===== src/sv/ultrasonic_echo_zone_ranger_assert.svh =====
// ----------------------------------------------------------------------------
// ultrasonic echo zone ranger assertion macros
// implication checks on the rising clock edge, removed when ASSERT_OFF is set
// ----------------------------------------------------------------------------
`ifndef ULTRASONIC_ECHO_ZONE_RANGER_ASSERT_SVH
`define ULTRASONIC_ECHO_ZONE_RANGER_ASSERT_SVH
`ifndef ASSERT_OFF
`define UEZR_ASSERT_IMP(lbl, clk, rstn, ante, cons) \
    lbl: assert property (@(posedge clk) disable iff (!rstn) (ante) |-> (cons)) \
        else $error("same-cycle check failed");
`define UEZR_ASSERT_NXT(lbl, clk, rstn, ante, cons) \
    lbl: assert property (@(posedge clk) disable iff (!rstn) (ante) |=> (cons)) \
        else $error("next-cycle check failed");
`else
`define UEZR_ASSERT_IMP(lbl, clk, rstn, ante, cons)
`define UEZR_ASSERT_NXT(lbl, clk, rstn, ante, cons)
`endif
`endif


===== src/sv/uezr_pkg.sv =====
// ----------------------------------------------------------------------------
// uezr_pkg
// shared widths, constants, register indexes and control types of the ranger
// ----------------------------------------------------------------------------
`default_nettype none

package uezr_pkg;

    localparam int IN_W       = 16;
    localparam int DIST_W     = 9;
    localparam int OFFSET_W   = 10;
    localparam int PITCH_W    = 8;
    localparam int KEY_W      = 6;
    localparam int ZONE_W     = 3;
    localparam int TOP_W      = 12;
    localparam int CFG_IDX_W  = 1;
    localparam int CFG_DATA_W = 10;

    localparam int SMOOTH_DEPTH_DEF = 3;
    localparam int MAX_RANGE_MM     = 500;
    localparam int ZONE_COUNT       = 6;

    localparam logic [OFFSET_W-1:0] OFFSET_RST = OFFSET_W'(80);
    localparam logic [PITCH_W-1:0]  PITCH_RST  = PITCH_W'(20);

    localparam logic [CFG_IDX_W-1:0] REG_OFFSET = CFG_IDX_W'(0);
    localparam logic [CFG_IDX_W-1:0] REG_PITCH  = CFG_IDX_W'(1);

    // 0.1715 mm/us as 11239 / 2^16
    localparam int                    MM_SCALE_W = 14;
    localparam logic [MM_SCALE_W-1:0] MM_SCALE   = MM_SCALE_W'(11239);
    localparam int                    DIGIT_W    = 2;
    localparam int                    ADD_W      = MM_SCALE_W + DIGIT_W;
    localparam int                    MUL_STEPS  = IN_W / DIGIT_W;

    typedef enum logic [2:0] {
        ST_IDLE,
        ST_MUL,
        ST_RING,
        ST_MEAN_GO,
        ST_MEAN,
        ST_WIN,
        ST_ZONE,
        ST_OUT
    } uezr_state_t;

    function automatic logic [ADD_W-1:0] mm_addend(input logic [DIGIT_W-1:0] digit);
        logic [ADD_W-1:0] scale;
        scale = ADD_W'(MM_SCALE);
        unique case (digit)
            2'd0:    mm_addend = '0;
            2'd1:    mm_addend = scale;
            2'd2:    mm_addend = scale << 1;
            2'd3:    mm_addend = (scale << 1) + scale;
            default: mm_addend = '0;
        endcase
    endfunction

endpackage

`default_nettype wire


===== src/sv/ultrasonic_echo_zone_ranger.sv =====
// ----------------------------------------------------------------------------
// ultrasonic_echo_zone_ranger
// echo width to mm, ring mean, window check and zone / key decode
//
//   channel  dir  handshake         payload
//   s_       in   s_valid/s_ready   s_echo_width_us
//   m_       out  m_valid/m_ready   m_smoothed_mm, m_key_bits, m_zone
//   cfg_     in   cfg_wr_en         cfg_index, cfg_wdata
//
// each beat takes eight radix-4 multiply steps, then two passes through the
// shared bit-serial divider (ring sum by depth, then offset distance by pitch).
// reset clears the ring, its running sum and the slot pointer at once.
// a new beat is taken while a result waits; a stalled result holds only the
// final output load.
// ----------------------------------------------------------------------------
`default_nettype none
`include "ultrasonic_echo_zone_ranger_assert.svh"

module ultrasonic_echo_zone_ranger
    import uezr_pkg::*;
#(
    parameter int SMOOTH_DEPTH = SMOOTH_DEPTH_DEF
) (
    input  wire logic                  aclk,
    input  wire logic                  aresetn,
    input  wire logic                  s_valid,
    output logic                       s_ready,
    input  wire logic [IN_W-1:0]       s_echo_width_us,
    output logic                       m_valid,
    input  wire logic                  m_ready,
    output logic [DIST_W-1:0]          m_smoothed_mm,
    output logic [KEY_W-1:0]           m_key_bits,
    output logic [ZONE_W-1:0]          m_zone,
    input  wire logic                  cfg_wr_en,
    input  wire logic [CFG_IDX_W-1:0]  cfg_index,
    input  wire logic [CFG_DATA_W-1:0] cfg_wdata
);

    localparam int SLOT_W = $clog2(SMOOTH_DEPTH);
    localparam int SUM_W  = DIST_W + $clog2(SMOOTH_DEPTH);

    uezr_state_t state_reg, state_next;

    logic [OFFSET_W-1:0] offset_reg;
    logic [PITCH_W-1:0]  pitch_reg;

    logic [DIST_W-1:0]   ring_reg [SMOOTH_DEPTH];
    logic [SLOT_W-1:0]   slot_reg;
    logic [SUM_W-1:0]    sum_reg;

    logic [DIST_W-1:0]   mean_reg;
    logic [DIST_W-1:0]   win_mean_reg;
    logic                ok_reg;
    logic [SUM_W-1:0]    q_reg;

    logic                m_valid_reg;
    logic [DIST_W-1:0]   smoothed_reg;
    logic [KEY_W-1:0]    key_reg, key_next;
    logic [ZONE_W-1:0]   zone_reg, zone_next;

    logic                accept;
    logic                mul_done;
    logic [IN_W-1:0]     mul_hi;
    logic [DIST_W-1:0]   dist_mm;

    logic                div_start;
    logic [SUM_W-1:0]    div_dividend;
    logic [PITCH_W-1:0]  div_divisor;
    logic                div_done;
    logic [SUM_W-1:0]    div_quotient;

    logic [TOP_W-1:0]    top_mm;
    logic                in_win;
    logic [DIST_W-1:0]   win_mean;
    logic                ge_off;
    logic [OFFSET_W-1:0] off_diff;

    logic                ring_wr;
    logic                mean_ld;
    logic                win_ld;
    logic                q_ld;
    logic                out_ld;

    assign accept = s_valid && s_ready;

    uezr_mul u_mul (
        .aclk       (aclk),
        .aresetn    (aresetn),
        .start      (accept),
        .width_us   (s_echo_width_us),
        .done       (mul_done),
        .product_hi (mul_hi)
    );

    assign dist_mm = (mul_hi > IN_W'(MAX_RANGE_MM)) ? '0 : mul_hi[DIST_W-1:0];

    uezr_div #(
        .DVD_W (SUM_W),
        .DVS_W (PITCH_W)
    ) u_div (
        .aclk     (aclk),
        .aresetn  (aresetn),
        .start    (div_start),
        .dividend (div_dividend),
        .divisor  (div_divisor),
        .done     (div_done),
        .quotient (div_quotient)
    );

    // window and offset distance of the ring mean
    assign top_mm   = TOP_W'(offset_reg) + TOP_W'(pitch_reg) * TOP_W'(ZONE_COUNT);
    assign in_win   = (OFFSET_W'(mean_reg) >= offset_reg) &&
                      (TOP_W'(mean_reg) <= top_mm);
    assign win_mean = in_win ? mean_reg : '0;
    assign ge_off   = OFFSET_W'(win_mean) >= offset_reg;
    assign off_diff = OFFSET_W'(win_mean) - offset_reg;

    assign div_dividend = (state_reg == ST_WIN) ? SUM_W'(off_diff[DIST_W-1:0]) : sum_reg;
    assign div_divisor  = (state_reg == ST_WIN) ? pitch_reg : PITCH_W'(SMOOTH_DEPTH);

    always_comb begin
        state_next = state_reg;
        unique case (state_reg)
            ST_IDLE:    if (accept) state_next = ST_MUL;
            ST_MUL:     if (mul_done) state_next = ST_RING;
            ST_RING:    state_next = ST_MEAN_GO;
            ST_MEAN_GO: state_next = ST_MEAN;
            ST_MEAN:    if (div_done) state_next = ST_WIN;
            ST_WIN:     state_next = ST_ZONE;
            ST_ZONE:    if (div_done) state_next = ST_OUT;
            ST_OUT:     if (!m_valid_reg || m_ready) state_next = ST_IDLE;
            default:    state_next = ST_IDLE;
        endcase
    end

    always_comb begin
        s_ready   = 1'b0;
        ring_wr   = 1'b0;
        div_start = 1'b0;
        mean_ld   = 1'b0;
        win_ld    = 1'b0;
        q_ld      = 1'b0;
        out_ld    = 1'b0;
        unique case (state_reg)
            ST_IDLE:    s_ready = 1'b1;
            ST_MUL:     ;
            ST_RING:    ring_wr = 1'b1;
            ST_MEAN_GO: div_start = 1'b1;
            ST_MEAN:    mean_ld = div_done;
            ST_WIN: begin
                div_start = 1'b1;
                win_ld    = 1'b1;
            end
            ST_ZONE:    q_ld = div_done;
            ST_OUT:     out_ld = !m_valid_reg || m_ready;
            default:    ;
        endcase
    end

    always_comb begin
        zone_next = '0;
        if (ok_reg && (q_reg < SUM_W'(ZONE_COUNT))) begin
            zone_next = ZONE_W'(q_reg + SUM_W'(1));
        end
        for (int z = 0; z < KEY_W; z++) begin
            key_next[z] = ok_reg && ((q_reg == SUM_W'(z)) || (q_reg == SUM_W'(z + 1)));
        end
    end

    always_ff @(posedge aclk) begin
        if (!aresetn) begin
            state_reg   <= ST_IDLE;
            offset_reg  <= OFFSET_RST;
            pitch_reg   <= PITCH_RST;
            slot_reg    <= '0;
            sum_reg     <= '0;
            m_valid_reg <= 1'b0;
            for (int i = 0; i < SMOOTH_DEPTH; i++) begin
                ring_reg[i] <= '0;
            end
        end else begin
            state_reg <= state_next;
            if (cfg_wr_en) begin
                unique case (cfg_index)
                    REG_OFFSET: offset_reg <= cfg_wdata[OFFSET_W-1:0];
                    REG_PITCH:  pitch_reg  <= cfg_wdata[PITCH_W-1:0];
                    default:    ;
                endcase
            end
            if (ring_wr) begin
                ring_reg[slot_reg] <= dist_mm;
                sum_reg  <= sum_reg - SUM_W'(ring_reg[slot_reg]) + SUM_W'(dist_mm);
                slot_reg <= (slot_reg == SLOT_W'(SMOOTH_DEPTH - 1)) ? '0
                                                                     : slot_reg + SLOT_W'(1);
            end
            priority if (out_ld) begin
                m_valid_reg <= 1'b1;
            end else if (m_ready) begin
                m_valid_reg <= 1'b0;
            end
        end
        if (mean_ld) begin
            mean_reg <= div_quotient[DIST_W-1:0];
        end
        if (win_ld) begin
            win_mean_reg <= win_mean;
            ok_reg       <= ge_off && (pitch_reg != '0);
        end
        if (q_ld) begin
            q_reg <= div_quotient;
        end
        if (out_ld) begin
            smoothed_reg <= win_mean_reg;
            key_reg      <= key_next;
            zone_reg     <= zone_next;
        end
    end

    assign m_valid       = m_valid_reg;
    assign m_smoothed_mm = smoothed_reg;
    assign m_key_bits    = key_reg;
    assign m_zone        = zone_reg;

    `UEZR_ASSERT_NXT(a_accept_starts_mul, aclk, aresetn, accept, state_reg == ST_MUL)
    `UEZR_ASSERT_IMP(a_result_from_out, aclk, aresetn, $rose(m_valid_reg), $past(state_reg) == ST_OUT)
    `UEZR_ASSERT_IMP(a_zone_has_key, aclk, aresetn, m_valid && (m_zone != '0), m_key_bits[m_zone - 3'd1])
    `UEZR_ASSERT_IMP(a_slot_in_ring, aclk, aresetn, 1'b1, slot_reg <= SLOT_W'(SMOOTH_DEPTH - 1))

endmodule

`default_nettype wire


===== src/sv/uezr_mul.sv =====
// ----------------------------------------------------------------------------
// uezr_mul
// radix-4 serial multiply of the echo width by the mm scale, high half kept
// ----------------------------------------------------------------------------
`default_nettype none

module uezr_mul
    import uezr_pkg::*;
(
    input  wire logic            aclk,
    input  wire logic            aresetn,
    input  wire logic            start,
    input  wire logic [IN_W-1:0] width_us,
    output logic                 done,
    output logic [IN_W-1:0]      product_hi
);

    localparam int CNT_W = $clog2(MUL_STEPS);

    logic             busy_reg, busy_next;
    logic             done_reg, done_next;
    logic [CNT_W-1:0] cnt_reg, cnt_next;
    logic [IN_W-1:0]  hi_reg, hi_next;
    logic [IN_W-1:0]  lo_reg, lo_next;
    logic [ADD_W:0]   acc_sum;

    assign acc_sum = {1'b0, hi_reg} + {1'b0, mm_addend(lo_reg[DIGIT_W-1:0])};

    always_comb begin
        busy_next = busy_reg;
        done_next = 1'b0;
        cnt_next  = cnt_reg;
        hi_next   = hi_reg;
        lo_next   = lo_reg;
        if (start) begin
            busy_next = 1'b1;
            cnt_next  = CNT_W'(MUL_STEPS - 1);
            hi_next   = '0;
            lo_next   = width_us;
        end else if (busy_reg) begin
            // shift the product down one digit while the multiplier shifts out
            hi_next  = IN_W'(acc_sum[ADD_W:DIGIT_W]);
            lo_next  = {acc_sum[DIGIT_W-1:0], lo_reg[IN_W-1:DIGIT_W]};
            cnt_next = cnt_reg - CNT_W'(1);
            if (cnt_reg == '0) begin
                busy_next = 1'b0;
                done_next = 1'b1;
            end
        end
    end

    always_ff @(posedge aclk) begin
        if (!aresetn) begin
            busy_reg <= 1'b0;
            done_reg <= 1'b0;
            cnt_reg  <= '0;
        end else begin
            busy_reg <= busy_next;
            done_reg <= done_next;
            cnt_reg  <= cnt_next;
        end
        hi_reg <= hi_next;
        lo_reg <= lo_next;
    end

    assign done       = done_reg;
    assign product_hi = hi_reg;

endmodule

`default_nettype wire


===== src/sv/uezr_div.sv =====
// ----------------------------------------------------------------------------
// uezr_div
// restoring divider, one quotient bit per cycle, shared by mean and zone
// ----------------------------------------------------------------------------
`default_nettype none

module uezr_div #(
    parameter int DVD_W = 11,
    parameter int DVS_W = 8
) (
    input  wire logic             aclk,
    input  wire logic             aresetn,
    input  wire logic             start,
    input  wire logic [DVD_W-1:0] dividend,
    input  wire logic [DVS_W-1:0] divisor,
    output logic                  done,
    output logic [DVD_W-1:0]      quotient
);

    localparam int CNT_W = $clog2(DVD_W);

    logic             busy_reg, busy_next;
    logic             done_reg, done_next;
    logic [CNT_W-1:0] cnt_reg, cnt_next;
    logic [DVS_W-1:0] rem_reg, rem_next;
    logic [DVS_W-1:0] dvs_reg, dvs_next;
    logic [DVD_W-1:0] quo_reg, quo_next;
    logic [DVS_W:0]   trial;
    logic [DVS_W:0]   trial_sub;
    logic             trial_ge;

    assign trial     = {rem_reg, quo_reg[DVD_W-1]};
    assign trial_ge  = trial >= {1'b0, dvs_reg};
    assign trial_sub = trial - {1'b0, dvs_reg};

    always_comb begin
        busy_next = busy_reg;
        done_next = 1'b0;
        cnt_next  = cnt_reg;
        rem_next  = rem_reg;
        dvs_next  = dvs_reg;
        quo_next  = quo_reg;
        if (start) begin
            busy_next = 1'b1;
            cnt_next  = CNT_W'(DVD_W - 1);
            rem_next  = '0;
            dvs_next  = divisor;
            quo_next  = dividend;
        end else if (busy_reg) begin
            rem_next = trial_ge ? trial_sub[DVS_W-1:0] : trial[DVS_W-1:0];
            quo_next = {quo_reg[DVD_W-2:0], trial_ge};
            cnt_next = cnt_reg - CNT_W'(1);
            if (cnt_reg == '0) begin
                busy_next = 1'b0;
                done_next = 1'b1;
            end
        end
    end

    always_ff @(posedge aclk) begin
        if (!aresetn) begin
            busy_reg <= 1'b0;
            done_reg <= 1'b0;
            cnt_reg  <= '0;
        end else begin
            busy_reg <= busy_next;
            done_reg <= done_next;
            cnt_reg  <= cnt_next;
        end
        rem_reg <= rem_next;
        dvs_reg <= dvs_next;
        quo_reg <= quo_next;
    end

    assign done     = done_reg;
    assign quotient = quo_reg;

endmodule

`default_nettype wire


===== config.mk =====
export PLATFORM = sky130hd
export DESIGN_NAME = ultrasonic_echo_zone_ranger
export DESIGN_NICKNAME = d
export VERILOG_FILES = /design/src/sv/uezr_pkg.sv /design/src/sv/ultrasonic_echo_zone_ranger.sv /design/src/sv/uezr_mul.sv /design/src/sv/uezr_div.sv
export VERILOG_INCLUDE_DIRS = /design/src /design/src/sv
export SDC_FILE = /design/constraint.sdc
export NUM_CORES = 1
export LEC_CHECK = 0
export ABC_AREA = 1
export BUFFER_PORTS_ARGS = -buffer_cell sky130_fd_sc_hd__buf_2
export CAP_MARGIN = 20
export CORE_ASPECT_RATIO = 0.9
export CORE_MARGIN = 10
export CORE_UTILIZATION = 55
export CTS_CLUSTER_DIAMETER = 80
export DETAILED_ROUTE_END_ITERATION = 8
export PLACE_DENSITY = 0.75
export SETUP_SLACK_MARGIN = 0.02
export SYNTH_ARGS = -nofsm -noshare
export SYNTH_HDL_FRONTEND = slang
export SYNTH_SLANG_ARGS = --single-unit

===== constraint.sdc =====
create_clock -name aclk -period 12.2 [get_ports aclk]
set_clock_uncertainty 0.05 [all_clocks]
set_input_delay 1.22 -clock aclk [delete_from_list [all_inputs] [get_ports aclk]]
set_output_delay 1.22 -clock aclk [all_outputs]
set_load 0.05 [all_outputs]

=== Word-level counts from Yosys, hierarchy flattened ===
Memories as Yosys holds them, arrays and structs flattened. A register that Yosys moved wholly into a read port is not among the register bits.
Cells that the tools add are included.

* Equal/unequal tests: 22
* $mul: 1
* Bitwise gates (word level): 4
* Add/sub/neg operators: 10
* Muxes and demuxes: 46
* Order comparisons: 6
* Reduce and logical (&&, ||, !) cells: 35

{| class="wikitable"
|+ Operator list
! operator !! number
|-
| $pmux 16 s4 || 1
|-
| $eq 11x3->1 const B || 3
|-
| $mux 11 || 3
|-
| $mux 16 || 2
|-
| $mux 9 || 3
|-
| $pmux 3 s8 || 1
|-
| $eq 11x2->1 const B || 2
|-
| $mux 1 || 22
|-
| $mux 3 || 7
|-
| $ge 9x10->1 || 2
|-
| $add 15x16->17 || 1
|-
| $gt 15x9->1 const B || 1
|-
| $add 10x11->12 || 1
|-
| $eq 3x3->1 const B || 4
|-
| $le 9x12->1 || 1
|-
| $add 11x9->11 || 1
|-
| $eq 11x1->1 const B || 1
|-
| $logic_not 11->1 || 1
|-
| $lt 11x3->1 const B || 1
|-
| $sub 11x9->11 || 1
|-
| $logic_and 1x1->1 || 10
|-
| $mul 8x2->10 const B || 1
|-
| $ge 9x8->1 || 1
|-
| $reduce_or 9->1 || 1
|-
| 27 further kinds || 52
|}

* Bits in writable memories: 27
* Input bits: 32
* Logic and storage cells: 150
* Memories: 1
* Register bits after elaboration: 152

{| class="wikitable"
|+ Memories
! memory !! depth !! bits a word !! rd ports !! clocked after memory_dff !! wr ports !! line !! text
|-
| ring_reg || 3 || 9 || 1 || 1 || 3 || ultrasonic_echo_zone_ranger.sv:47 || <nowiki>logic [DIST_W-1:0] ring_reg [SMOOTH_DEPTH];</nowiki>
|}

=== Logic depth before layout (Yosys ltp) ===
Gate-level depths: netlist of run 1.

* Depth after elaboration: 8
* Gate-level depth with buffers: 32
* Mapped depth without buffers: 32

=== By module ===
From an unflattened synthesis of run 1, not the netlist that was laid out.

* Cells, all modules: 1358
* Area total of the unflattened synthesis: 11345.9 um^2

{| class="wikitable"
|+ By module, submodules not included
! module !! seq. area each (um^2) !! instances !! cells each !! area each (um^2)
|-
| ultrasonic_echo_zone_ranger || 3263.1 || 1 || 825 || 7183.1
|-
| uezr_mul || 880.8 || 1 || 314 || 2373.5
|-
| uezr_div || 850.8 || 1 || 219 || 1789.2
|}

=== Worst setup path before layout of run 1 ===
Ideal clock, no wire load.

* Kind: register to register
* Start point: register pitch_reg[0]
* End point: register ok_reg (data pin)
* Stages on the path, launching flop included: 31
* Period minus slack after synthesis: 4523 ps
* Arrival: 4218 ps
* Slack: 7677 ps
* Path buffers: 0
* Cells stage by stage: dfxtp_1 > ha_1 > inv_1 > fa_1 > nand3b_1 > nand2_1 > xor2_1 > ha_1 > nand2_2 > inv_1 > nand2_1 > nand3_1 > xnor2_1 > ha_1 > nand2_1 > nor2_1 > nand2_1 > nand2_1 > nand2_1 > nand2_1 > nand4_1 > o21bai_4 > nor2_1 > ha_1 > nand2_1 > a21oi_1 > nor3b_1 > nand2_1 > nand2_1 > o211ai_1 > and3_1

* Longest elaborated chain between the ends: 7
* Elaborated cells on any way between the ends: 8
* Classes of those cells: 1 x add/sub; 1 x mul; 2 x order compare; 1 x mux; 3 x reduce/logical

{| class="wikitable"
|+ RTL lines
! element !! line !! text
|-
| start: declaration || ultrasonic_echo_zone_ranger.sv:45 || <nowiki>logic [PITCH_W-1:0] pitch_reg;</nowiki>
|-
| start signal: assignment || ultrasonic_echo_zone_ranger.sv:186 || <nowiki>REG_PITCH: pitch_reg <= cfg_wdata[PITCH_W-1:0];</nowiki>
|-
| $mul 8x2->10 || ultrasonic_echo_zone_ranger.sv:111 || <nowiki>assign top_mm = TOP_W'(offset_reg) + TOP_W'(pitch_reg) * TOP_W'(ZONE_COUNT);</nowiki>
|-
| $add 10x11->12 || ultrasonic_echo_zone_ranger.sv:111 ||
|-
| $le 9x12->1 || ultrasonic_echo_zone_ranger.sv:113 || <nowiki>(TOP_W'(mean_reg) <= top_mm);</nowiki>
|-
| $logic_and 1x1->1 || ultrasonic_echo_zone_ranger.sv:112 || <nowiki>assign in_win = (OFFSET_W'(mean_reg) >= offset_reg) &&</nowiki>
|-
| $mux 9 || ultrasonic_echo_zone_ranger.sv:114 || <nowiki>assign win_mean = in_win ? mean_reg : '0;</nowiki>
|-
| net win_mean[5] || ultrasonic_echo_zone_ranger.sv:74 || <nowiki>logic [DIST_W-1:0] win_mean;</nowiki>
|-
| $ge 9x10->1 || ultrasonic_echo_zone_ranger.sv:115 || <nowiki>assign ge_off = OFFSET_W'(win_mean) >= offset_reg;</nowiki>
|-
| $logic_and 1x1->1 || ultrasonic_echo_zone_ranger.sv:207 || <nowiki>ok_reg <= ge_off && (pitch_reg != '0);</nowiki>
|-
| end signal: assignment || ultrasonic_echo_zone_ranger.sv:207 ||
|-
| end: declaration || ultrasonic_echo_zone_ranger.sv:53 || <nowiki>logic ok_reg;</nowiki>
|}

The timed path passes the listed nets, and every way through them passes these cells.
A chain may end at the register's enable or synchronous reset.

=== Final worst setup path of run 1 ===
Same ends and word-level chain as after synthesis.

==> qor.tcl, run 1 <==
set qor(via_density_per_instance) 5.45
set qor(synth_cell_type_count) 53
set qor(timing.setup.critical_path_class) {reg2reg}
set qor(first_pass_iters) 5
set qor(drtAntennaViolNets) 0
set qor(layout.nets) 1493
set qor(number_of_flip_flops_under_the_largest_register_name) 36
set qor(met3_usage_pct) 3.26
set qor(fillers) 1725
set qor(first_pass_grt_wire_length_um) 41000
set qor(detailroute.via_count) 8853
set qor(power_density_nw_per_um2) 186
set qor(p_sw_share_pct) 40.0
set qor(vdd.ir_drop.worst_v) 0.000131
set qor(run_status) {finished clean}
set qor(cts_h_tree_depth) 4
set qor(post-dp-hpwl_um) 19800
set qor(clkSinkCount) 190
set qor(maxSlewViolCount) 0
set qor(mostFrequentLayoutCells) {257 x nand2_1, 178 x inv_1, 129 x nor2_1, 119 x edfxtp_1, 92 x ha_1}
set qor(synthesized_netlist_net_count) 1440
set qor(synth_top_area_share_pct) 32.0
set qor(core_area_um2) 20000
set qor(period_needed_ns) 5.23
set qor(antenna_cells) 0
set qor(comb_power_share_pct) 41.4
set qor(groute.layer.met2.usage_pct) 32.0
set qor(detailedPlace.worstSlack_ns) 7.10
set qor(synth-seq-cells) 190
set qor(vias_in_the_first_global_route) 8308
set qor(die_y_um) 155
set qor(synthCells) 1302
set qor(final_layout_size_suffix_gt1_share_pct) 10.4
set qor(placed_cells_incl_taps) 1591
set qor(start_util_pct) 55.9
set qor(clock_tree.buffer_depth) 2
set qor(setup_slack_ns) 6.97
set qor(worstHoldPathType) {reg2reg}
set qor(synth-main-ff-cell) {edfxtp_1}
set qor(worstHoldPathCells) 0
set qor(synth.area.top_cells) {edfxtp_1 32%, dfxtp_1 13%, ha_1 10%, nand2_1 8.6%, inv_1 6.0%}
set qor(layout.cells.most_common) {nand2_1}
set qor(synth.largest_area_cell) {edfxtp_1}
set qor(cts_hold_repair.buffers) 0
set qor(seq_area_frac_synth_pct) 44.7
set qor(worstSkewPairLatency_ns) 0.44
set qor(cts_buffers) 17
set qor(die_width_um) 170
set qor(yosysWarningCount) 0
set qor(grt_antenna_before_repair) 0
set qor(synthesis.area_per_instance_um2) 8.57
set qor(period_share_pct) 42.9
set qor(cts-root-buf) {clkbuf_16}
set qor(global_route.usage.total_pct) 19.3
set qor(crit_path_frequent_cell) {nand2_1}
set qor(drv.max_cap_violation_count) 0
set qor(timing.reg2reg.worst_path_depth) 30
set qor(seq_power_share_pct) 35.7
set qor(core.rowCount) 49
set qor(stdcell_count) 1623
set qor(synthesis.area_um2) 11200
set qor(unrepaired_setup_endpoints_after_global_routing) {false}
set qor(pwr-share-clk_pct) 23.0
set qor(clock.fmax_ghz) 0.191
set qor(die_area_um2) 26400
set qor(drc) 0
set qor(asr_flop_ratio_synth_pct) 0
set qor(io_pins) 52
set qor(p_leak_nw) 5.39
set qor(grt-busiest-layer) {met2}
set qor(worst_path_max_delay_cell) {fa_1}
set qor(critPathMaxFanout) 9
set qor(critical_path.startpoint_type) {register}
set qor(post-cts-setup-buffer-count) 0
set qor(globalRouteMet1Util_pct) 25.5
set qor(crit_arrival_ns) 5.36
set qor(hold_slack_ns) 0.369
set qor(worst-endpoint-required_ns) 12.33
set qor(timing.critical_path.to_type) {register}
set qor(max_stage_delay_ns) 0.39
set qor(final_report_hold_violation_count) 0
set qor(clkTransAtPathRegs_ns) 0.07
set qor(tns_ns) 0
set qor(final-setup-viol-count) 0
set qor(synth-edff-count) 119
set qor(detail_route.wirelength_um) 25700
set qor(cts-resized-gates) 0
set qor(tritoncts) {yes}
set qor(max-slew-margin-rel_pct) 30.2
set qor(syn_to_final_growth_pct) 9.50
set qor(grt_start_max_net_pins) 34
set qor(internal_power_w) 0.00136
set qor(gp_routability_congestion) 0.942
set qor(first_iter_violations) 721
set qor(globalRouteOverflowTotal) 0
set qor(io_buffers) 51
set qor(wire_per_inst_um) 15.8
set qor(worstMarginPinSlew_ns) 1.05
set qor(power.net_switching_w) 0.000911
area by class of cell:
type,instances,area [um2],area share [%]
Multi-Input combinational cell,890,5310,43.5
Sequential cell,190,4990,40.9
Inverter,200,758,6.20
Clock buffer,18,429,3.51
Tap cell,255,319,2.61
Timing Repair Buffer,56,293,2.39
Clock inverter,14,119,0.972
per-stage QoR:
step	cell area, um2	utilization (%)	total power (W)
floorplan	11200	-	0.00154
global placement	11700	58.4	0.00174
detailed placement	11700	58.4	0.00176
CTS	12200	61.2	0.00228
global route	12200	61.2	0.00244
finish	12200	61.2	0.00228
cell usage after synthesis, types with 17 or more instances:
cell / number
nor2_1: 129
edfxtp_1: 119
inv_1: 178
ha_1: 92
o21ai_0: 79
nand3_1: 52
o22ai_1: 17
a21oi_1: 90
o21ai_1: 21
dfxtp_1: 71
inv_2: 20
nand2_1: 257
routing by layer:
layer	up-vias	wire, um
li1	4466	-
met1	4102	11600
met2	253	12100
met5	-	0
met3	32	1550
met4	0	416
power by group through the flow:
stage          sequential (W)  clock [W]  combinational [W]
2_1_floorplan        0.000808          0           0.000735
3_3_place_gp         0.000823          0           0.000916
3_5_place_dp         0.000825          0           0.000931
4_1_cts              0.000811   0.000531           0.000940
5_1_grt              0.000819   0.000553            0.00106
6_report             0.000812   0.000523           0.000942
worst max-delay path: cells and delay by family, from the launching register on:
kind	cells	cell delay [ns]
buf+inv	2	0.11
xor+xnor	2	0.33
compound gates	3	0.44
fa+ha+maj	5	1.56
flops	1	0.38
simple gates	18	2.09
cell families after synthesis:
| family | count (synthesis) | share of synthesized area [%] |
|---|---|---|
| and+or+nand+nor | 511 | 20.1 |
| AOI/OAI and AO/OA | 244 | 12.2 |
| buffers and inverters | 222 | 7.82 |
| DFF | 190 | 44.7 |
| adders and majority gates | 106 | 12.8 |
| xor gates and xnor gates | 29 | 2.27 |
path summary, 6_finish.rpt:
path | start | end | slack, ns
hold reg to reg | win_mean_reg[6] | m_smoothed_mm[6] | 0.37
setup / recovery | pitch_reg[0] | ok_reg | 6.97
hold / removal | win_mean_reg[6] | m_smoothed_mm[6] | 0.37
setup reg to reg | pitch_reg[0] | ok_reg | 6.97
No activity file was read; power rests on OpenSTA's default activity.
==> run 2, diff against run 1 <==
clock period = 5.2 ns   (was 12.2 ns; I/O delays follow)
==> run 2 against run 1 <==
Register-to-register slack lost 6.7 ns. Setup slack lost 6.7 ns. Critical path depth shrank 3. Clock power grew to 2.5 times the previous value. Power grew 140%. Critical endpoint is now u_div.quotient[6]. Largest power group unchanged.
==> qor.tcl, run 2 (synthesized netlist as in run 1, its figures left out) <==
set qor(number_of_flip_flops_under_the_largest_register_name) 36 ;# unchanged
set qor(global_route.usage.total_pct) 19.4 ;# +0.12 points
set qor(period_needed_ns) 4.90 ;# -0.333 ns
set qor(core.rowCount) 49 ;# unchanged
set qor(final-setup-viol-count) 0 ;# unchanged
set qor(post-dp-hpwl_um) 19900 ;# about the same
set qor(start_util_pct) 55.9 ;# unchanged
set qor(cts_h_tree_depth) 4 ;# unchanged
set qor(met3_usage_pct) 3.44 ;# +0.18 points
set qor(timing.critical_path.buf_inv) 2 ;# unchanged
set qor(die_y_um) 155 ;# unchanged
set qor(layout.nets) 1505 ;# +0.80%
set qor(worstSkewPairLatency_ns) 0.44 ;# about the same
set qor(placed_cells_incl_taps) 1592 ;# +0.063%
set qor(period_share_pct) 94.2 ;# +51 points
set qor(cts_buffers) 17 ;# unchanged
set qor(post-route-cell-area_um2) 12600 ;# +2.7%
set qor(pwr-share-clk_pct) 23.5 ;# +0.5 points
set qor(worstHoldEndpoint) {offset_reg[6]}
set qor(run_status) {finished clean}
set qor(die_area_um2) 26400 ;# unchanged
set qor(clkTransAtPathRegs_ns) 0.07 ;# about the same
set qor(worstMarginPinSlew_ns) 1.01 ;# -0.0398 ns
set qor(first_iter_violations) 804 ;# +12%
set qor(drv.max_cap_violation_count) 0 ;# unchanged
set qor(critPathMaxFanout) 5 ;# -4
set qor(globalRouteMet1Util_pct) 26.0 ;# +0.48 points
set qor(launch_instance_of_the_worst_min_delay_path) {cfg_wdata[6]}
set qor(clock.fmax_ghz) 0.204 ;# +6.8%
set qor(first_pass_grt_wire_length_um) 41500 ;# +1.4%
set qor(via_density_per_instance) 5.56 ;# +1.9%
set qor(worstHoldPathType) {in2reg}
set qor(maxSlewViolCount) 0 ;# unchanged
set qor(stdcell_count) 1635 ;# +0.74%
set qor(power.net_switching_w) 0.00221 ;# +140%
set qor(comb_power_share_pct) 42.4 ;# +1.0 points
set qor(p_leak_nw) 5.49 ;# +1.7%
set qor(syn_to_final_growth_pct) 12.5
set qor(max_stage_delay_ns) 0.42 ;# +0.03 ns
set qor(drtAntennaViolNets) 0 ;# unchanged
set qor(final_layout_size_suffix_gt1_share_pct) 13.6 ;# +3.2 points
set qor(cts-root-buf) {clkbuf_16}
set qor(setup.reg_to_reg.worst_slack_ns) 0.30 ;# -6.67 ns
set qor(p_sw_share_pct) 39.7 ;# -0.34 points
set qor(worstHoldPathCells) 3 ;# +3
set qor(vdd.ir_drop.worst_v) 0.000286 ;# +120%
set qor(timing.reg2reg.worst_path_depth) 27 ;# -10%
set qor(die_width_um) 170 ;# unchanged
set qor(detail_route.wirelength_um) 26400 ;# +2.9%
set qor(seq_power_share_pct) 34.1 ;# -1.6 points
set qor(timing.critical_path.to_type) {register}
set qor(unrepaired_setup_endpoints_after_global_routing) {false}
set qor(max-slew-margin-rel_pct) 32.8 ;# +2.7 points
set qor(antenna_cells) 0 ;# unchanged
set qor(setup_slack_ns) 0.303 ;# -6.67 ns
set qor(worst-endpoint-required_ns) 5.34 ;# -6.99 ns
set qor(gp_routability_congestion) 0.940 ;# -0.25%
set qor(clock_tree.buffer_depth) 2 ;# unchanged
set qor(critical_path.startpoint_type) {register}
set qor(groute.layer.met2.usage_pct) 31.6 ;# -0.43 points
set qor(worst_path_max_delay_cell) {fa_1}
set qor(power_density_nw_per_um2) 444 ;# +140%
set qor(crit_arrival_ns) 5.04 ;# -0.32 ns
set qor(io_buffers) 51 ;# unchanged
set qor(critPathTopFamily) {adder cells}
set qor(r2r_end) {u_div.quotient[6]}
set qor(detailroute.via_count) 9084 ;# +2.6%
set qor(core_area_um2) 20000 ;# unchanged
set qor(grt_start_max_net_pins) 34 ;# unchanged
set qor(grt-busiest-layer) {met2}
set qor(layout.cells.most_common) {nand2_1}
set qor(tritoncts) {yes}
set qor(mostFrequentLayoutCells) {252 x nand2_1, 176 x inv_1, 122 x nor2_1, 119 x edfxtp_1, 86 x a21oi_1}
set qor(timing.setup.critical_path_class) {reg2reg}
set qor(io_pins) 52 ;# unchanged
set qor(internal_power_w) 0.00336 ;# +150%
set qor(tns_ns) 0 ;# unchanged
set qor(first_pass_iters) 6 ;# +1
set qor(report.power.total_w) 0.00557 ;# +140%
set qor(placedInstanceArea_um2) 11700 ;# about the same
set qor(reg2reg_from) {pitch_reg[0]}
set qor(drc) 0 ;# unchanged
set qor(wire_per_inst_um) 16.2 ;# +2.2%
set qor(vias_in_the_first_global_route) 8393 ;# +1.0%
set qor(globalRouteOverflowTotal) 0 ;# unchanged
set qor(detailedPlace.worstSlack_ns) 0.123 ;# -6.98 ns
set qor(final_report_hold_violation_count) 0 ;# unchanged
set qor(clkSinkCount) 190 ;# unchanged
set qor(grt_antenna_before_repair) 0 ;# unchanged
[run 2: cell types whose count changed in the layout (fill, tap and decap cells not counted), sizes merged]
cell	delta
o21bai	+1
clkbuf	+1
inv	-2
clkinv	+1
bufinv	+1
clkinvlp	-1
buf	+11
[run 2: worst max-delay path by stage]
| stage | from | end | slack (ns) | cells after the start |
|---|---|---|---|---|
| final | pitch_reg[0] | u_div.quotient[6] | 0.30 | 27 |
| after global routing | pitch_reg[0] | u_div.quotient[8] | 0.04 | 32 |
| after CTS | pitch_reg[0] | u_div.quotient[7] | 0.12 | 30 |
| after detailed placement | pitch_reg[0] | u_div.quotient[7] | 0.12 | 30 |
| after global placement | pitch_reg[0] | u_div.quotient[5] | 0.33 | 30 |
| after floorplan | pitch_reg[0] | ok_reg | 0.68 | 30 |
[run 2: through the flow]
| stage | hold slack [ns] | util (%) |
|---|---|---|
| finish | 0.285 | 62.8 |
| global placement | 0.352 | 58.5 |
| global route | 0.283 | 62.8 |
| detailed placement | 0.355 | 58.5 |
| CTS | 0.270 | 61.4 |
| floorplan | 0.350 | - |
[run 2: worst min-delay path, delay by kind of cell]
family | cells | cell delay [ns]
simple gates | 1 | 0.05
buf+inv | 1 | 0.09
compound gates | 1 | 0.07
[run 2: per-layer routing]
layer,part of all wire (%),wire [um]
met1,45,11800
met2,48,12600
met3,5.8,1520
met4,1.8,483
met5,0,0
[run 2: area by class of cell]
cell class              instances  area, um2
multi-input cells             891       5510
clock buffers                  19        454
repair buffers                 67        379
flip-flops and latches        190       5000
fillers                      1646       7430
inverters                     200        758
clock inverters                13        139
well taps                     255        319
[run 2: power by group through the flow]
| stage | Combinational (W) | Sequential (W) | Clock, W |
|---|---|---|---|
| finish | 0.00236 | 0.00190 | 0.00131 |
| CTS | 0.00222 | 0.00190 | 0.00132 |
| detailed placement | 0.00219 | 0.00193 | 0 |
| floorplan | 0.00173 | 0.00190 | 0 |
| global route | 0.00265 | 0.00192 | 0.00138 |
| global placement | 0.00215 | 0.00192 | 0 |
[run 2: repair_timing]
item                       4_1_cts  5_1_grt
setup buffers                    0       10
setup endpoints to repair        0        7
hold endpoints to repair         0        0
resized for setup                0       39
hold buffers                     0        0
